<file path="src/hdl/aqd_pkg.sv">
package aqd_pkg;

    // Default sizes of the sample and position fields.
    localparam int SAMPLE_BITS_DEFAULT   = 10;
    localparam int POSITION_BITS_DEFAULT = 16;

    // Configuration port geometry.
    localparam int CFG_BITS      = 10;
    localparam int CFG_ADDR_BITS = 1;

    // Configuration register indexes.
    localparam logic [CFG_ADDR_BITS-1:0] REG_CLEARING_MARGIN  = 1'd0;
    localparam logic [CFG_ADDR_BITS-1:0] REG_PRIMING_MIDPOINT = 1'd1;

    // Configuration reset values.
    localparam logic [CFG_BITS-1:0] MARGIN_RESET   = 10'd20;
    localparam logic [CFG_BITS-1:0] MIDPOINT_RESET = 10'd530;

    // Command carried in tuser.
    localparam logic CMD_SAMPLE = 1'b0;
    localparam logic CMD_LOAD   = 1'b1;

    // Two's complement step codes.
    localparam logic [1:0] STEP_NONE = 2'b00;
    localparam logic [1:0] STEP_FWD  = 2'b01;
    localparam logic [1:0] STEP_REV  = 2'b11;

endpackage

</file>
<file path="src/hdl/analog_quadrature_decoder_unit.sv">
// Channel | Direction | Transaction contents
// s_      | in        | tuser: cmd; tdata: sample_a, sample_b, new_position
// m_      | out       | tdata: position, step, level_a, level_b
// cfg_    | in        | write of clearing_margin (index 0) or priming_midpoint (index 1)
//
// One item per cycle while m_tready does not stall the result. An accepted item
// is registered, then the hysteresis compares and the position increment run
// combinationally into the result register and the state, which drives m_tvalid.
// Reset clears the tracked values, levels, position and priming flag and
// restores the configuration defaults; no clearing pass is needed.
// A stalled result holds the input register, which then holds s_tready low.
module analog_quadrature_decoder_unit
    import aqd_pkg::*;
#(
    parameter int SAMPLE_BITS   = SAMPLE_BITS_DEFAULT,
    parameter int POSITION_BITS = POSITION_BITS_DEFAULT
) (
    input  logic                     aclk,
    input  logic                     aresetn,
    // Input stream.
    input  logic                     s_tvalid,
    output logic                     s_tready,
    // From bit 0: sample_a, sample_b, new_position, zero padding.
    input  logic [((2 * SAMPLE_BITS + POSITION_BITS + 7) / 8) * 8 - 1:0] s_tdata,
    // Bit 0: cmd.
    input  logic [0:0]               s_tuser,
    // Result stream.
    output logic                     m_tvalid,
    input  logic                     m_tready,
    // From bit 0: position, step, level_a, level_b, zero padding.
    output logic [((POSITION_BITS + 4 + 7) / 8) * 8 - 1:0] m_tdata,
    // Configuration writes.
    input  logic                     cfg_we,
    input  logic [CFG_ADDR_BITS-1:0] cfg_index,
    input  logic [CFG_BITS-1:0]      cfg_data
);

    localparam int OUT_W = ((POSITION_BITS + 4 + 7) / 8) * 8;
    localparam int CW    = (SAMPLE_BITS < CFG_BITS) ? SAMPLE_BITS : CFG_BITS;
    localparam int CMP_W = SAMPLE_BITS + 1;

    typedef logic [SAMPLE_BITS-1:0]   sample_t;
    typedef logic [POSITION_BITS-1:0] pos_t;

    // Gray position of a level pair: 00, 01, 11, 10 map to 0..3.
    function automatic logic [1:0] gray_index(input logic a, input logic b);
        return {a, a ^ b};
    endfunction

    // Configuration registers.
    logic [CW-1:0] margin_reg;
    logic [CW-1:0] midpoint_reg;

    always_ff @(posedge aclk) begin
        if (!aresetn) begin
            margin_reg   <= CW'(MARGIN_RESET);
            midpoint_reg <= CW'(MIDPOINT_RESET);
        end else if (cfg_we) begin
            case (cfg_index)
                REG_CLEARING_MARGIN:  margin_reg   <= cfg_data[CW-1:0];
                REG_PRIMING_MIDPOINT: midpoint_reg <= cfg_data[CW-1:0];
                default: ;
            endcase
        end
    end

    // Input register and handshake.
    logic    in_valid_reg;
    logic    cmd_reg;
    sample_t sample_a_reg;
    sample_t sample_b_reg;
    pos_t    new_pos_reg;
    logic    out_valid_reg;
    logic    move;

    assign move     = in_valid_reg && (!out_valid_reg || m_tready);
    assign s_tready = !in_valid_reg || move;

    always_ff @(posedge aclk) begin
        if (!aresetn) begin
            in_valid_reg <= 1'b0;
        end else if (s_tready) begin
            in_valid_reg <= s_tvalid;
        end
    end

    always_ff @(posedge aclk) begin
        if (s_tready && s_tvalid) begin
            cmd_reg      <= s_tuser[0];
            sample_a_reg <= s_tdata[SAMPLE_BITS-1:0];
            sample_b_reg <= s_tdata[2*SAMPLE_BITS-1:SAMPLE_BITS];
            new_pos_reg  <= s_tdata[2*SAMPLE_BITS+POSITION_BITS-1:2*SAMPLE_BITS];
        end
    end

    // Decoder state.
    sample_t    track_a_reg, track_a_next;
    sample_t    track_b_reg, track_b_next;
    logic       high_a_reg, high_a_next;
    logic       high_b_reg, high_b_next;
    pos_t       count_reg, count_next;
    logic       primed_reg, primed_next;
    logic [1:0] step_reg, step_next;

    // Hysteresis decisions, thresholds taken one bit wider so they never wrap.
    logic [CMP_W-1:0] sa_w, sb_w, ta_w, tb_w, m_w, mid_w;
    logic             lvl_a, lvl_b;
    logic [1:0]       gray_diff;

    assign sa_w  = CMP_W'(sample_a_reg);
    assign sb_w  = CMP_W'(sample_b_reg);
    assign ta_w  = CMP_W'(track_a_reg);
    assign tb_w  = CMP_W'(track_b_reg);
    assign m_w   = CMP_W'(margin_reg);
    assign mid_w = CMP_W'(midpoint_reg);

    assign lvl_a = high_a_reg ? !(sa_w + m_w < ta_w) : (sa_w > ta_w + m_w);
    assign lvl_b = high_b_reg ? !(sb_w + m_w < tb_w) : (sb_w > tb_w + m_w);
    assign gray_diff = gray_index(lvl_a, lvl_b) - gray_index(high_a_reg, high_b_reg);

    // Next state for the item in the input register.
    always_comb begin
        track_a_next = track_a_reg;
        track_b_next = track_b_reg;
        high_a_next  = high_a_reg;
        high_b_next  = high_b_reg;
        count_next   = count_reg;
        primed_next  = primed_reg;
        step_next    = STEP_NONE;
        if (cmd_reg == CMD_LOAD) begin
            count_next = new_pos_reg;
        end else if (!primed_reg) begin
            track_a_next = sample_a_reg;
            track_b_next = sample_b_reg;
            high_a_next  = sa_w > mid_w;
            high_b_next  = sb_w > mid_w;
            primed_next  = 1'b1;
        end else begin
            high_a_next = lvl_a;
            high_b_next = lvl_b;
            if (lvl_a ? (sample_a_reg > track_a_reg) : (sample_a_reg < track_a_reg)) begin
                track_a_next = sample_a_reg;
            end
            if (lvl_b ? (sample_b_reg > track_b_reg) : (sample_b_reg < track_b_reg)) begin
                track_b_next = sample_b_reg;
            end
            case (gray_diff)
                2'd1: begin
                    step_next  = STEP_FWD;
                    count_next = count_reg + POSITION_BITS'(1);
                end
                2'd3: begin
                    step_next  = STEP_REV;
                    count_next = count_reg - POSITION_BITS'(1);
                end
                default: ;
            endcase
        end
    end

    // State and result register advance together, so the result fields
    // read straight from the state.
    always_ff @(posedge aclk) begin
        if (!aresetn) begin
            track_a_reg   <= '0;
            track_b_reg   <= '0;
            high_a_reg    <= 1'b0;
            high_b_reg    <= 1'b0;
            count_reg     <= '0;
            primed_reg    <= 1'b0;
            step_reg      <= STEP_NONE;
            out_valid_reg <= 1'b0;
        end else begin
            if (move) begin
                track_a_reg <= track_a_next;
                track_b_reg <= track_b_next;
                high_a_reg  <= high_a_next;
                high_b_reg  <= high_b_next;
                count_reg   <= count_next;
                primed_reg  <= primed_next;
                step_reg    <= step_next;
            end
            if (move) begin
                out_valid_reg <= 1'b1;
            end else if (m_tready) begin
                out_valid_reg <= 1'b0;
            end
        end
    end

    assign m_tvalid = out_valid_reg;
    assign m_tdata  = OUT_W'({high_b_reg, high_a_reg, step_reg, count_reg});

`ifndef ASSERT_OFF
    // A load transaction never reports a step.
    a_load_no_step: assert property (@(posedge aclk) disable iff (!aresetn)
        move && cmd_reg == CMD_LOAD |-> step_next == STEP_NONE)
        else $error("load command produced a step");

    // A step is only possible once the block is primed.
    a_step_primed: assert property (@(posedge aclk) disable iff (!aresetn)
        m_tvalid && step_reg != STEP_NONE |-> primed_reg)
        else $error("step reported before priming");

    // A step always comes with a change of the level pair.
    a_step_levels: assert property (@(posedge aclk) disable iff (!aresetn)
        move && step_next != STEP_NONE
            |-> {high_a_next, high_b_next} != {high_a_reg, high_b_reg})
        else $error("step without level change");

    // A held input item is not dropped while the result side stalls.
    a_hold_item: assert property (@(posedge aclk) disable iff (!aresetn)
        in_valid_reg && !move |=> in_valid_reg)
        else $error("pending item lost");
`endif

endmodule
</file>
<file path="config.mk">
export PLATFORM = sky130hd
export DESIGN_NAME = analog_quadrature_decoder_unit
export DESIGN_NICKNAME = d
export VERILOG_FILES = /design/src/hdl/aqd_pkg.sv /design/src/hdl/analog_quadrature_decoder_unit.sv
export SDC_FILE = /design/constraint.sdc
export NUM_CORES = 1
export LEC_CHECK = 0
export BUFFER_PORTS_ARGS = -buffer_cell sky130_fd_sc_hd__buf_2
export CAP_MARGIN = 0
export CORE_MARGIN = 5
export CORE_UTILIZATION = 45
export DETAILED_ROUTE_END_ITERATION = 8
export PLACE_DENSITY = 0.65
export SYNTH_ARGS = -nofsm -noshare
export SYNTH_HDL_FRONTEND = slang
export SYNTH_SLANG_ARGS = --single-unit
</file>
<file path="constraint.sdc">
create_clock -name aclk -period 17.9 [get_ports aclk]
set_input_delay 0.895 -clock aclk [delete_from_list [all_inputs] [get_ports aclk]]
set_output_delay 0.895 -clock aclk [all_outputs]
set_load 0.05 [all_outputs]
</file>
==> results.cfg, run 1 <==
[power]
power_uw = 704
cellLeakagePower_uw = 0.00381
vdd_ir_drop_max_mv = 0.0698
power_density_nw_per_um2 = 81.8

[detailed_routing]
drtIter0Drc = 332
wl_microns = 19300
routed_via_density = 5.64
drc = 0
detail_route.first_pass.iterations = 5
routed_length_per_placed_instance_microns = 16.8
routed-via-count = 6476
drtAntennaViolNets = 0

[timing]
hold_viol = 0
relSlewSlack_pct = 30.6
worst_hold_slack_ps = 467
tightestPinTransition_ps = 1040
min_period_ps = 7380
finalMaxSlewViolations = 0
totalNegativeSetupSlack_ps = 0
max_freq_mhz = 135
setup_viol = 0
rsz_0062_raised_after_global_routing = no
clock_skew_ps = 6.53
final_min_period_over_clock_period_pct = 41.2

[setup_path]
slowest_delay_ps = 720
crit_required_ps = 18160
flop_to_flop_setup_slack_ps = 10520
crit-reg2reg-launch = margin_reg[1]$_SDFFE_PN0P_
setup.worst_path.class = flop to flop
cp_max_fo = 15
cell_repeated_most_along_the_worst_path = a21oi_1
worst-r2r-cell-count = 31
arrival_ps = 7650
worst_path_max_delay_cell = dfxtp_1
timing.critical_path.to_type = flop
regToRegEndpoint = count_reg[14]$_SDFFE_PN0P_
worstSetupStartpointType = flop

[clock_network]
clock_sinks = 100
cts_hold_buffers = 0
cts-buffers-inserted = 9
tritoncts_clock_tree = done
cts_max_path_buffers = 2
cts-htree-levels = 3
postCtsSetupBuffers = 0
cts_repair_resize_count = 0
root_buffer = clkbuf_16
clock_insertion_delay_worst_skew_ps = 360
clk_pin_slew_worst_paths_ps = 70

[synthesis]
synthArstFlopShare_pct = 0
yosys-top-cells-area = ha_1, dfxtp_1, edfxtp_1
yosys.area.top_type_share_pct = 21.4
top_cells_by_count_synth = ha_1, a21oi_1, inv_1, nand2_1, dfxtp_1
edff_count_synth = 37
ys_ff_latch = 100
synthDistinctLibCells = 60
yosysWarningCount = 0
yosysTopAreaCell = ha_1
synth_seq_area_share_pct = 30.5
yosys.cell_count.top_type = ha_1
synth_flop_cell = dfxtp_1
synthesis.area_sq_um = 7780
synth_area_per_cell_sq_um = 9.04
synthCells = 861

[layout]
layout-area-overhead-vs-synth_pct = 10.5
n_antenna_cell = 0
fin_nets = 1113
fillCellCount = 1637
finalNonFillerCells = 1148
post_route_cells_drive_above_1_share_pct = 11.8

[min_path]
hold_start = midpoint_reg[2]$_SDFFE_PN0P_
hold_depth = 2
hold_crit_class = flop to flop
whs_endpoint = midpoint_reg[2]$_SDFFE_PN0P_

[run]
number_of_max_cap_violations = 0

[global_routing]
grt_max_degree = 56
first_global_vias = 6055
track_usage_pct = 19.3
grt_antenna_before_repair = 1
grt_first_pass_wirelength_microns = 31000
grt.overflow.total = 0

[placed_design]
hpwl_after_detailed_placement_microns = 14600
place_congestion = 0.863
port_buffers = 74
numPlacedInstances = 1132

[die]
number_of_placed_i_o_pins = 83
floorplan.initialDensity_pct = 45.5
die_width_microns = 142
floorplan.rows = 48
die_h_microns = 142
core_sq_um = 17100
die_area_sq_um = 20000

[run_status]
status = finished, final reports clean
area by class of cell:
class | count | area (sq um) | share of cell area (%)
clock buffers | 10 | 250 | 2.91
clock inverters | 6 | 63.8 | 0.742
inverters | 65 | 244 | 2.84
multi-input cells | 662 | 4980 | 57.8
flip-flops and latches | 100 | 2370 | 27.6
well taps | 225 | 282 | 3.27
repair buffers | 80 | 415 | 4.83
worst max-delay path: cells and delay by family, from the launching register on:
kind | cells | cell delay (ps)
AOI/OAI and AO/OA | 17 | 3560
adders and majority gates | 4 | 1350
DFF | 1 | 720
and+or+nand+nor | 5 | 590
xor gates and xnor gates | 3 | 480
buffers and inverters | 1 | 340
muxes | 1 | 270
worst max path at each step:
stage,from,to,cells after the start
after floorplan,margin_reg[1]$_SDFFE_PN0P_,count_reg[14]$_SDFFE_PN0P_,31
after global placement,margin_reg[1]$_SDFFE_PN0P_,count_reg[14]$_SDFFE_PN0P_,31
after detailed placement,margin_reg[1]$_SDFFE_PN0P_,count_reg[14]$_SDFFE_PN0P_,31
after CTS,margin_reg[1]$_SDFFE_PN0P_,count_reg[14]$_SDFFE_PN0P_,31
after global routing,margin_reg[1]$_SDFFE_PN0P_,count_reg[14]$_SDFFE_PN0P_,31
final,margin_reg[1]$_SDFFE_PN0P_,count_reg[14]$_SDFFE_PN0P_,31
per-stage QoR:
stage          instance area (sq um)  utilization, %  setup slack (ps)
6_report                        8600            50.3             10520
3_5_place_dp                    8290            48.4             10530
5_1_grt                         8600            50.3              9960
2_1_floorplan                   7800               -             11720
3_3_place_gp                    8290            48.4             10610
4_1_cts                         8600            50.3             10480
kinds of logic after synthesis:
kind of cell	count (synthesis)	share of synthesized area, %
muxes	3	0.434
adders and majority gates	138	22.7
AOI/OAI and AO/OA	270	23.5
buffers and inverters	102	5.77
other	1	0.0482
xor gates and xnor gates	44	4.95
DFF	100	30.5
and+or+nand+nor	203	12.2
power breakdown:
part           internal, uW  leakage (uW)  total [uW]  switching [uW]
sequential              249      0.000876         266            16.9
clock                   107      0.000151         205            98.8
combinational          95.7       0.00278         232             137
placed cells by master, fill, tap and decap left out, drive strengths merged, types with 13 or more instances in the layout:
master / instances
nand3: 36
o21ai: 35
a211oi: 13
edfxtp: 37
a31oi: 18
o21bai: 17
dfxtp: 63
o211ai: 22
nand2: 64
inv: 67
nor2: 43
a21o: 30
buf: 80
a21oi: 76
ha: 133
xor2: 15
xnor2: 29
layer usage:
metal	global-route usage [%]	up-vias	part of all wire, %
met2	31.1	154	45
li1	-	3304	-
met4	3.89	2	0.98
met5	0	-	0.067
met3	3.61	14	5.0
met1	27.2	3002	49
No activity file was read; power rests on OpenSTA's default activity.
==> run 2: changes to the inputs <==
==> constraint.sdc (replaced) <==
create_clock -name aclk -period 7.6 [get_ports aclk]
set_input_delay 0.38 -clock aclk [delete_from_list [all_inputs] [get_ports aclk]]
set_output_delay 0.38 -clock aclk [all_outputs]
set_load 0.05 [all_outputs]
==> results.cfg, run 2 (same netlist as run 1, synthesis figures left out) <==
[setup_path]
timing.critical_path.to_type = flop
cell_repeated_most_along_the_worst_path = ha_1
setup.worst_path.class = flop to flop
cp_max_fo = 12
slowest_delay_ps = 460
crit_required_ps = 7860
arrival_ps = 7190
worst_path_max_delay_cell = edfxtp_1
worstSetupStartpointType = flop

[detailed_routing]
routed-via-count = 6415
drtAntennaViolNets = 0
drtIter0Drc = 291
routed_length_per_placed_instance_microns = 16.8
wl_microns = 19400
drc = 0
routed_via_density = 5.55
detail_route.first_pass.iterations = 4

[clock_network]
cts-htree-levels = 3
clock_insertion_delay_worst_skew_ps = 360
tritoncts_clock_tree = done
clk_pin_slew_worst_paths_ps = 70
cts_max_path_buffers = 2
cts-buffers-inserted = 9
clock_sinks = 100
root_buffer = clkbuf_16

[timing]
setup_viol = 0
hold_viol = 0
totalNegativeSetupSlack_ps = 0
clock_skew_ps = 5.54
tightestPinTransition_ps = 1020
final_critical_path_setup_slack_ps = 666
min_period_ps = 6930
max_freq_mhz = 144
final_min_period_over_clock_period_pct = 91.2
rsz_0062_raised_after_global_routing = no
finalMaxSlewViolations = 0
relSlewSlack_pct = 31.8

[layout]
fillCellCount = 1605
finalCoreUtilization_pct = 50.7
layout.cells.most_common = ha_1
final_design_area_no_fill_sq_um = 8680
final_cell_mix = ha_1, a21oi_1, buf_2, inv_1, nand2_1
post_route_cells_drive_above_1_share_pct = 12.6
layout-area-overhead-vs-synth_pct = 11.5
fin_nets = 1119

[placed_design]
dp_slack_ps = 442
port_buffers = 74
hpwl_after_detailed_placement_microns = 14500
place_congestion = 0.877
dpl-instance-area_sq_um = 8300

[die]
die_area_sq_um = 20000
number_of_placed_i_o_pins = 83
floorplan.rows = 48
die_width_microns = 142
core_sq_um = 17100
die_h_microns = 142
floorplan.initialDensity_pct = 45.5

[global_routing]
grt_max_degree = 56
grt_first_pass_wirelength_microns = 30800
grt.overflow.total = 0
track_usage_pct = 19.4
first_global_vias = 6102
grt_antenna_before_repair = 0

[run]
number_of_max_cap_violations = 0

[power]
cellLeakagePower_uw = 0.00384
power_density_nw_per_um2 = 197
power_uw = 1710
vdd_ir_drop_max_mv = 0.140

[run_status]
status = finished, final reports clean

[min_path]
hold_crit_class = input pin to flop
## run 2: worst paths after layout
path,from,end,slack [ps],depth (start not counted)
worst max register to register,sample_a_reg[0]$_DFFE_PP_,count_reg[14]$_SDFFE_PN0P_,670,29
worst max-delay path,sample_a_reg[0]$_DFFE_PP_,count_reg[14]$_SDFFE_PN0P_,670,29
worst min-delay path,s_tdata[26],new_pos_reg[6]$_DFFE_PP_,190,1
worst min register to register,midpoint_reg[7]$_SDFFE_PN0P_,midpoint_reg[7]$_SDFFE_PN0P_,460,2
## run 2: timing repair
action | CTS | global route
setup buffers | 0 | 4
setup endpoints to repair | 0 | 3
gates resized for setup | 0 | 4
hold buffers | 0 | 0
hold endpoints to repair | 0 | 0
## run 2: layout make-up
class	count	area [sq um]	share of cell area [%]
Clock inverter	6	96.3	1.11
Sequential cell	100	2370	27.3
Antenna cell	1	2.50	0.0288
Timing Repair Buffer	86	460	5.30
Multi-Input combinational cell	662	4990	57.5
Inverter	65	248	2.85
Clock buffer	10	229	2.64
Tap cell	225	282	3.24
## run 2: per-layer routing
layer / part of all wire [%] / GRT usage [%]
met3: 5.0 / 3.44
met1: 48 / 26.6
met4: 2.5 / 7.53
met5: 0 / 0
met2: 44 / 30.5
## run 2: report_power, final
group	switching [uW]	total, uW	internal (uW)
registers	38.7	626	587
logic	331	574	242
clock network	221	515	293
## run 2: per-stage QoR
stage / std cells / hold slack (ps)
6_report: 1155 / 191
5_1_grt: 1154 / 177
4_1_cts: 1150 / 181
3_5_place_dp: 1134 / 450
3_3_place_gp: 1134 / 444
2_1_floorplan: 864 / 436
## run 2: critical path: cells and delay by family, from the launching register on
family          cells  cell delay [ps]
xor+xnor            3              410
compound gates     14             3410
mux                 1              230
fa+ha+maj           5             1600
simple gates        3              350
buf+inv             3              390
flops               1              460
==> run 3: changes to the inputs <==
--- a/config.mk
+++ b/config.mk
@@ -10,7 +10,6 @@
 export CORE_MARGIN = 5
 export CORE_UTILIZATION = 45
 export DETAILED_ROUTE_END_ITERATION = 8
-export PLACE_DENSITY = 0.65
 export SYNTH_ARGS = -nofsm -noshare
 export SYNTH_HDL_FRONTEND = slang
 export SYNTH_SLANG_ARGS = --single-unit
==> results.cfg, run 3 (same netlist as run 1, synthesis figures left out) <==
[run_status]
status = finished, final reports clean

[timing]
min_period_ps = 6800
max_freq_mhz = 147
totalNegativeSetupSlack_ps = 0
setup_viol = 0
final_critical_path_setup_slack_ps = 802
final_min_period_over_clock_period_pct = 89.4
worst_hold_slack_ps = 197
hold_viol = 0
relSlewSlack_pct = 27.8
finalMaxSlewViolations = 0
rsz_0062_raised_after_global_routing = no
clock_skew_ps = 8.57
tightestPinTransition_ps = 1080

[layout]
final_design_area_no_fill_sq_um = 8610
fillCellCount = 1676
layout-area-overhead-vs-synth_pct = 10.5
final_cell_mix = ha_1, a21oi_1, buf_2, inv_1, nand2_1
n_antenna_cell = 0
post_route_cells_drive_above_1_share_pct = 12.2
seqCellArea_sq_um = 2370
layout.cells.most_common = ha_1
fin_nets = 1116
multi_input_comb_area_sq_um = 4980

[clock_network]
cts-buffers-inserted = 9
clk_pin_slew_worst_paths_ps = 70
root_buffer = clkbuf_16
clock_insertion_delay_worst_skew_ps = 350
cts_max_path_buffers = 2
cts-htree-levels = 3
cts_hold_buffers = 0
cts_repair_resize_count = 0
tritoncts_clock_tree = done
clock_sinks = 100
postCtsSetupBuffers = 0

[die]
floorplan.initialDensity_pct = 45.5
die_width_microns = 142
die_h_microns = 142
core_sq_um = 17100
die_area_sq_um = 20000
floorplan.rows = 48
number_of_placed_i_o_pins = 83

[setup_path]
cell_repeated_most_along_the_worst_path = ha_1
setup.worst_path.class = flop to flop
crit_buf_inv = 2
timing.critical_path.to_type = flop
slowest_delay_ps = 450
crit-reg2reg-launch = sample_a_reg[0]$_DFFE_PP_
crit_required_ps = 7860
regToRegEndpoint = count_reg[14]$_SDFFE_PN0P_
critical_path_cell_count = 28
flop_to_flop_setup_slack_ps = 800
worst_path_max_delay_cell = edfxtp_1
arrival_ps = 7060
worstSetupStartpointType = flop
worst-r2r-cell-count = 28
cp_max_fo = 10
cpLargestDelayFamily = compound AO/OA/AOI/OAI gates

[detailed_routing]
routed-via-count = 6391
drtIter0Drc = 433
drc = 0
routed_length_per_placed_instance_microns = 17.1
wl_microns = 19700
detail_route.first_pass.iterations = 4
drtAntennaViolNets = 0
routed_via_density = 5.55

[power]
vdd_ir_drop_max_mv = 0.136
power_uw = 1640
power_density_nw_per_um2 = 190
cellLeakagePower_uw = 0.00381

[global_routing]
routing_usage_on_met1_pct = 28.4
grt.overflow.total = 0
grt_antenna_before_repair = 1
track_usage_pct = 20.0
global_route.usage.met2_pct = 32.3
first_global_vias = 6282
top_usage_layer = met2
grt_first_pass_wirelength_microns = 32100
grt_max_degree = 56
grt.met3_usage_pct = 3.64

[placed_design]
dpl-instance-area_sq_um = 8310
port_buffers = 74
dp_slack_ps = 574
place_congestion = 0.838
hpwl_after_detailed_placement_microns = 15000

[run]
number_of_max_cap_violations = 0

[min_path]
hold_crit_class = input pin to flop
hold_depth = 1
hold_start = s_tdata[27]
whs_endpoint = new_pos_reg[7]$_DFFE_PP_
[run 3: layout make-up]
class | instances | area share, %
sequential | 100 | 27.6
timing repair buffer | 83 | 5.09
tap | 225 | 3.27
inverter | 65 | 2.84
multi-input combinational | 662 | 57.8
clock buffer | 10 | 2.78
clock inverter | 6 | 0.625
[run 3: worst reg2reg max path: cells and delay by family (launching register included)]
family,cells,cell delay [ps]
AND/OR/NAND/NOR,3,330
buffers and inverters,2,320
flip-flops,1,450
AO/OA/AOI/OAI,14,3330
multiplexers,1,250
XOR/XNOR,3,410
adder cells (fa/ha/maj),5,1620
[run 3: metal layers]
layer / vias to the layer above / part of all wire (%)
met5: - / 0.066
met4: 2 / 1.2
met3: 16 / 6.0
met2: 129 / 45
met1: 2942 / 48
li1: 3302 / -
[run 3: through the flow]
stage	util [%]	cells
after CTS	50.3	1151
after floorplan	-	864
after detailed placement	48.6	1135
after global placement	48.6	1135
after global routing	50.3	1151
final	50.3	1151
[run 3: worst max path at each step]
stage                          startpoint                          to  slack (ps)
2_1_floorplan  margin_reg[1]$_SDFFE_PN0P_  count_reg[14]$_SDFFE_PN0P_        1420
3_3_place_gp   margin_reg[1]$_SDFFE_PN0P_  count_reg[14]$_SDFFE_PN0P_         620
3_5_place_dp   margin_reg[1]$_SDFFE_PN0P_  count_reg[14]$_SDFFE_PN0P_         570
4_1_cts        margin_reg[1]$_SDFFE_PN0P_  count_reg[14]$_SDFFE_PN0P_         530
5_1_grt        margin_reg[1]$_SDFFE_PN0P_  count_reg[15]$_SDFFE_PN0P_         180
6_report        sample_a_reg[0]$_DFFE_PP_  count_reg[14]$_SDFFE_PN0P_         800
[run 3: power by group]
group          internal [uW]  switching (uW)
Combinational            230             323
Clock                    238             220
Sequential               587            39.0
